[src/sv/spfa_pkg.sv]
// spfa_pkg: shared types, codes and constants for the sph pressure force block
// used by the particle store, the arithmetic unit, the top level and the checker
// no dependencies
package spfa_pkg;

  localparam int IDX_W  = 10;
  localparam int DATA_W = 64;
  localparam int UREG_W = 63;
  localparam int CFG_IDX_W = 3;
  localparam int MAX_PARTICLES_DEF = 1024;

  // register indexes of the configuration port
  localparam logic [CFG_IDX_W-1:0] CFG_TARGET_DENSITY  = 3'd0;
  localparam logic [CFG_IDX_W-1:0] CFG_SPEED_OF_SOUND  = 3'd1;
  localparam logic [CFG_IDX_W-1:0] CFG_EOS_EXPONENT    = 3'd2;
  localparam logic [CFG_IDX_W-1:0] CFG_INV_HALF_RADIUS = 3'd3;
  localparam logic [CFG_IDX_W-1:0] CFG_GRADIENT_COEFF  = 3'd4;

  localparam logic [UREG_W-1:0] RST_TARGET_DENSITY  = 63'd4294967296000;
  localparam logic [UREG_W-1:0] RST_SPEED_OF_SOUND  = 63'd429496729600;
  localparam logic [2:0]        RST_EOS_EXPONENT    = 3'd7;
  localparam logic [UREG_W-1:0] RST_INV_HALF_RADIUS = 63'd246837200000;
  localparam logic [UREG_W-1:0] RST_GRADIENT_COEFF  = 63'd11186010000000000;

  // Q32.32 constants
  localparam logic signed [DATA_W-1:0] FX_ZERO = 64'sd0;
  localparam logic signed [DATA_W-1:0] FX_ONE  = 64'sh0000_0001_0000_0000;
  localparam logic signed [DATA_W-1:0] FX_TWO  = 64'sh0000_0002_0000_0000;
  localparam logic signed [DATA_W-1:0] FX_FOUR = 64'sh0000_0004_0000_0000;
  localparam logic signed [DATA_W-1:0] FX_MAX  = 64'sh7FFF_FFFF_FFFF_FFFF;
  localparam logic signed [DATA_W-1:0] FX_MIN  = 64'sh8000_0000_0000_0000;

  // request kinds and result kinds
  localparam logic REQ_LOAD = 1'b0;
  localparam logic REQ_PAIR = 1'b1;
  localparam logic KIND_PRESSURE = 1'b0;
  localparam logic KIND_FORCE    = 1'b1;

  // arithmetic unit operations
  localparam logic [2:0] OP_ADD  = 3'd0;
  localparam logic [2:0] OP_SUB  = 3'd1;
  localparam logic [2:0] OP_MUL  = 3'd2;
  localparam logic [2:0] OP_DIV  = 3'd3;
  localparam logic [2:0] OP_SQRT = 3'd4;

  typedef struct packed {
    logic [2:0]               op;
    logic signed [DATA_W-1:0] a;
    logic signed [DATA_W-1:0] b;
  } alu_req_t;

  // one particle row of the store
  typedef struct packed {
    logic signed [DATA_W-1:0] pos_x;
    logic signed [DATA_W-1:0] pos_y;
    logic signed [DATA_W-1:0] pos_z;
    logic [UREG_W-1:0]        mass;
    logic [UREG_W-1:0]        density;
    logic [UREG_W-1:0]        pressure;
  } row_t;

endpackage

[src/sv/spfa_alu.sv]
// spfa_alu: shared multi-cycle Q32.32 unit: saturating add/sub, multiply from
// four 32x32 partial products, bit-serial divide and square root; uses spfa_pkg
module spfa_alu (
  input  logic                      clk,
  input  logic                      rst_n,
  input  logic                      start,
  input  spfa_pkg::alu_req_t        req,
  output logic                      done,
  output logic signed [63:0]        result
);

  logic        busy_r;
  logic        done_r;
  logic [2:0]  op_r;
  logic [6:0]  cnt_r;
  logic [63:0] x_r, y_r;
  logic        neg_r;
  logic [63:0] p0_r, p1_r, p2_r, p3_r, r_r;
  logic [95:0] sh_r;
  logic [63:0] rem_r, q_r;
  logic        over_r;
  logic signed [63:0] res_r;

  logic [63:0] amag, bmag;
  logic [31:0] mop_a, mop_b;
  logic [63:0] prod, up, mmag;
  logic        dbit, dge;
  logic [63:0] drem;
  logic [63:0] srem, strial;
  logic        sge;

  function automatic logic signed [63:0] from_mag(input logic neg, input logic [63:0] m);
    logic signed [63:0] r;
    begin
      if (!neg) r = m[63] ? spfa_pkg::FX_MAX : $signed(m);
      else      r = m[63] ? spfa_pkg::FX_MIN : $signed(64'd0 - m);
      return r;
    end
  endfunction

  function automatic logic signed [63:0] sat_add(input logic signed [63:0] a,
                                                 input logic signed [63:0] b);
    logic signed [63:0] s;
    begin
      s = a + b;
      if (a[63] == b[63] && s[63] != a[63]) s = a[63] ? spfa_pkg::FX_MIN : spfa_pkg::FX_MAX;
      return s;
    end
  endfunction

  function automatic logic signed [63:0] sat_sub(input logic signed [63:0] a,
                                                 input logic signed [63:0] b);
    logic signed [63:0] s;
    begin
      s = a - b;
      if (a[63] != b[63] && s[63] != a[63]) s = a[63] ? spfa_pkg::FX_MIN : spfa_pkg::FX_MAX;
      return s;
    end
  endfunction

  assign amag = req.a[63] ? 64'd0 - req.a : req.a;
  assign bmag = req.b[63] ? 64'd0 - req.b : req.b;

  // one 32x32 multiplier, partial product chosen by the step count
  assign mop_a = cnt_r[0] ? x_r[63:32] : x_r[31:0];
  assign mop_b = cnt_r[1] ? y_r[63:32] : y_r[31:0];
  assign prod  = {32'd0, mop_a} * {32'd0, mop_b};
  assign up    = p3_r + {32'd0, p1_r[63:32]} + {32'd0, p2_r[63:32]} + {32'd0, r_r[63:32]};
  assign mmag  = (up > 64'h0000_0000_FFFF_FFFF) ? '1 : {up[31:0], r_r[31:0]};

  // restoring divide, one quotient bit a cycle
  assign dbit = sh_r[95];
  assign drem = {rem_r[62:0], dbit};
  assign dge  = rem_r[63] || (drem >= y_r);

  // square root, one root bit a cycle
  assign srem   = {rem_r[61:0], sh_r[95:94]};
  assign strial = {q_r[61:0], 2'b01};
  assign sge    = srem >= strial;

  always_ff @(posedge clk) begin
    if (!rst_n) begin
      busy_r <= 1'b0;
      done_r <= 1'b0;
    end else begin
      done_r <= 1'b0;
      if (!busy_r) begin
        if (start) begin
          op_r  <= req.op;
          cnt_r <= '0;
          neg_r <= req.a[63] ^ req.b[63];
          case (req.op)
            spfa_pkg::OP_ADD: begin
              res_r  <= sat_add(req.a, req.b);
              done_r <= 1'b1;
            end
            spfa_pkg::OP_SUB: begin
              res_r  <= sat_sub(req.a, req.b);
              done_r <= 1'b1;
            end
            spfa_pkg::OP_MUL: begin
              x_r    <= amag;
              y_r    <= bmag;
              busy_r <= 1'b1;
            end
            spfa_pkg::OP_DIV: begin
              if (bmag == 64'd0) begin
                res_r  <= (amag == 64'd0) ? spfa_pkg::FX_ZERO :
                          (req.a[63] ? spfa_pkg::FX_MIN : spfa_pkg::FX_MAX);
                done_r <= 1'b1;
              end else begin
                sh_r   <= {amag, 32'd0};
                y_r    <= bmag;
                rem_r  <= '0;
                q_r    <= '0;
                over_r <= 1'b0;
                busy_r <= 1'b1;
              end
            end
            spfa_pkg::OP_SQRT: begin
              sh_r   <= {(req.a[63] ? 64'd0 : req.a), 32'd0};
              rem_r  <= '0;
              q_r    <= '0;
              busy_r <= 1'b1;
            end
            default: begin
              res_r  <= spfa_pkg::FX_ZERO;
              done_r <= 1'b1;
            end
          endcase
        end
      end else begin
        case (op_r)
          spfa_pkg::OP_MUL: begin
            cnt_r <= cnt_r + 7'd1;
            case (cnt_r)
              7'd0: p0_r <= prod;
              7'd1: p1_r <= prod;
              7'd2: p2_r <= prod;
              7'd3: p3_r <= prod;
              7'd4: r_r <= {32'd0, p0_r[63:32]} + {32'd0, p1_r[31:0]} + {32'd0, p2_r[31:0]};
              default: begin
                res_r  <= from_mag(neg_r, mmag);
                done_r <= 1'b1;
                busy_r <= 1'b0;
              end
            endcase
          end
          spfa_pkg::OP_DIV: begin
            if (cnt_r < 7'd96) begin
              cnt_r  <= cnt_r + 7'd1;
              sh_r   <= {sh_r[94:0], 1'b0};
              rem_r  <= dge ? drem - y_r : drem;
              over_r <= over_r | q_r[63];
              q_r    <= {q_r[62:0], dge};
            end else begin
              res_r  <= from_mag(neg_r, over_r ? '1 : q_r);
              done_r <= 1'b1;
              busy_r <= 1'b0;
            end
          end
          spfa_pkg::OP_SQRT: begin
            if (cnt_r < 7'd48) begin
              cnt_r <= cnt_r + 7'd1;
              sh_r  <= {sh_r[93:0], 2'b00};
              rem_r <= sge ? srem - strial : srem;
              q_r   <= {q_r[62:0], sge};
            end else begin
              res_r  <= $signed(q_r);
              done_r <= 1'b1;
              busy_r <= 1'b0;
            end
          end
          default: begin
            done_r <= 1'b1;
            busy_r <= 1'b0;
          end
        endcase
      end
    end
  end

  assign done   = done_r;
  assign result = res_r;

endmodule

[config.mk]
export PLATFORM = sky130hd
export DESIGN_NAME = spfa_alu
export DESIGN_NICKNAME = d
export VERILOG_FILES = /design/src/sv/spfa_pkg.sv /design/src/sv/spfa_alu.sv
export SDC_FILE = /design/constraint.sdc
export NUM_CORES = 2
export LEC_CHECK = 0
export BUFFER_PORTS_ARGS = -buffer_cell sky130_fd_sc_hd__buf_4
export CAP_MARGIN = 20
export CORE_MARGIN = 5
export CORE_UTILIZATION = 60
export CTS_CLUSTER_SIZE = 30
export DETAILED_ROUTE_END_ITERATION = 12
export PLACE_DENSITY = 0.89
export SLEW_MARGIN = 5
export SYNTH_ARGS = -nofsm -noshare
export SYNTH_HDL_FRONTEND = slang
export SYNTH_SLANG_ARGS = --single-unit
export TNS_END_PERCENT = 5
[constraint.sdc]
create_clock -name clk -period 24.7 [get_ports clk]
set_input_delay 7.41 -clock clk [delete_from_list [all_inputs] [get_ports clk]]
set_output_delay 7.41 -clock clk [all_outputs]
set_load 0.01 [all_outputs]
==> impl_metrics.yaml <==
run_status:
  outcome: "finished, final reports clean"
global_routing:
  grt_use_total_pct: 46.6
  antenna_found_initial: 39
  grt-ovfl-total: 0
  grt_pass1_wl_mm: 519
  grt_max_degree: 176
  grt_pass1_vias: 78100
synth:
  ys_seq_area_share_pct: 22.9
  ys_seq_elements: 656
  syn_avg_cell_area_um2: 8.85
  synth_cell_type_count: 94
  postSynth.asyncResetShare_pct: 0
  synth_edf_count: 654
  ys.warnings.count: 0
  syn-instance-count: 9707
  synth.net_count: 11400
  syn-cell-area_um2: 85900
  ys.flop_type: "edfxtp_1"
timing:
  period_minus_slack_ns: 14.73
  fin_setup_tns_ns: 0
  slew_viol_final: 0
  final.period_utilization_pct: 59.6
  timing.fmax_ghz: 0.0679
  finalSetupViolations: 0
  rsz0062_at_grt: "false"
  skew_ns: 0.0584
  finalHoldViolations: 0
  max_slew_margin_pct: 0.925
  tightest_slew_ns: 1.49
drt:
  drt_wl_total_mm: 361
  drcViolationCount: 0
  wl_per_cell_um: 31.0
  viasPerCell: 6.81
  ant_nets: 0
  drt_iter0_markers: 11700
  drtPass1Iterations: 10
  dr_total_vias: 79300
setup_path:
  r2r_start: "cnt_r[0]"
  reg2reg_depth: 35
  crit_path_max_fanout: 48
  crit_arrival_ns: 15.19
  critPathLaunchType: "input pin"
  cp-startpoint: "req[2]"
  crit_type: "in2reg"
  cp-end-kind: "register"
  required_ns: 25.17
clock_network:
  clock-root-buffer: "clkbuf_16"
  cts_setup_buffers: 0
  numCtsBuffers: 79
  clockBufferDepth: 3
  cts_tree: "done"
  ctsResizeCount: 0
  cts.sinks: 656
  clk_latency_ns: 0.76
  cts_hold_buf: 0
  h-tree-depth: 3
  clk_pin_slew_ns: 0.06
layout:
  final_nets: 11400
  syn_to_final_growth_pct: 7.37
  drive_above_1_share_pct: 6.85
  layout_commonest_cell: "inv_1"
  fillers: 11300
  seqCellArea_um2: 19700
  final_cell_mix: "inv_1 (1394), nand2_1 (1177), fa_1 (967)"
  multi_input_area_um2: 59500
placed_design:
  portBuffers: 198
  post-dp-hpwl_mm: 277
  gp_congestion: 1.11
flow_run:
  maxCapViolations: 0
min_path:
  min-delay-start: "cnt_r[0]"
  worst_hold_path.num_cells: 1
  hold_class: "reg2reg"
die:
  fp.dieH_um: 388
  row_count: 138
  ios: 199
  coreArea_um2: 142000
  start_util_pct: 60.5
  fp.dieW_um: 388
  die-area_um2: 151000
routing by layer:
| metal | vias up | share of wire, % | GRT usage, % |
|---|---|---|---|
| li1 | 32800 | - | - |
| met3 | 1865 | 14 | 17.8 |
| met1 | 38200 | 33 | 55.2 |
| met4 | 24 | 10 | 37.5 |
| met2 | 6402 | 42 | 67.8 |
| met5 | - | 0.049 | 0.159 |
worst paths after layout:
path / end / slack [ns]
hold / removal: cnt_r[0] / 0.64
setup reg to reg: p0_r[57] / 12.73
setup / recovery: result[38] / 9.97
hold reg to reg: cnt_r[0] / 0.64
flip-flops by register name, indices dropped and copies added (netlist names), 32 cells and up:
register and count:
p0_r 32, p1_r 64, p2_r 64, p3_r 64, q_r 64, r_r 34, rem_r 64, result 64
sh_r 64, x_r 64, y_r 64
critical path: stages:
cell and delay (ns):
buf_4 0.11, inv_1 0.07, ha_1 0.45, o21a_1 0.17, o31a_1 0.19, nor3_1 0.10, o32ai_1 0.64, o21ba_2 0.31
o2111ai_1 0.21, a211oi_1 0.44, o21ai_0 0.41, a21oi_1 0.93, o21ai_0 0.28, a211oi_1 0.41, o21ai_0 0.21, nand4_1 0.11
o211ai_1 0.13, o21bai_1 0.16, a21oi_1 0.27, fa_1 0.62, nand3_1 0.16, nand3_2 0.14, buf_4 0.48, a21oi_1 0.11
nor3_2 0.22, nor2_1 0.07, a221o_1 0.29
cells in the mapped netlist (71+ instances only):
cell type,number,area (um2)
and2_1,73,457
or3_1,76,475
fa_1,967,19400
ha_1,621,7770
clkbuf_1,436,1640
nand2_1,1177,4420
xor2_1,154,1350
nor3_1,233,1170
o31ai_1,77,578
mux2i_1,143,1430
o22ai_1,102,638
nor2_1,761,2860
nand3_1,131,656
nand4_1,90,563
xnor2_1,319,2790
a31oi_1,71,444
nand2b_1,82,513
edfxtp_1,654,19600
a21o_1,161,1210
a21oi_1,551,2760
o21ai_0,409,2050
inv_1,1395,5240
a211oi_1,141,1060
area by class of cell:
| class | instances | area share, % |
|---|---|---|
| repair buffers | 354 | 2.92 |
| clock inverters | 52 | 0.715 |
| flip-flops and latches | 656 | 21.3 |
| clock buffers | 88 | 2.18 |
| multi-input cells | 7175 | 64.5 |
| diodes | 31 | 0.0841 |
| well taps | 1890 | 2.56 |
| inverters | 1399 | 5.70 |
kinds of logic after synthesis:
logic type,share of synthesized area [%]
and+or+nand+nor,15.6
AOI/OAI and AO/OA,14.7
buffers and inverters,8.22
adders and majority gates,31.6
DFF,22.9
xor gates and xnor gates,4.82
muxes,2.18
metrics by stage:
stage	worst slack [ns]	instances	hold slack (ns)	util (%)	instance area (um2)
after floorplan	0.391	9707	0.543	-	85900
after global placement	9.97	11500	0.600	62.9	89300
after detailed placement	9.99	11500	0.625	63.0	89400
after CTS	10.72	11600	0.637	64.8	92000
after global routing	9.62	11600	0.658	64.9	92200
final	9.97	11600	0.643	65.0	92200
Power is left out: the tool's default activity adds up to more than one toggle a clock period on the data nets, which glitch-free logic cannot reach.
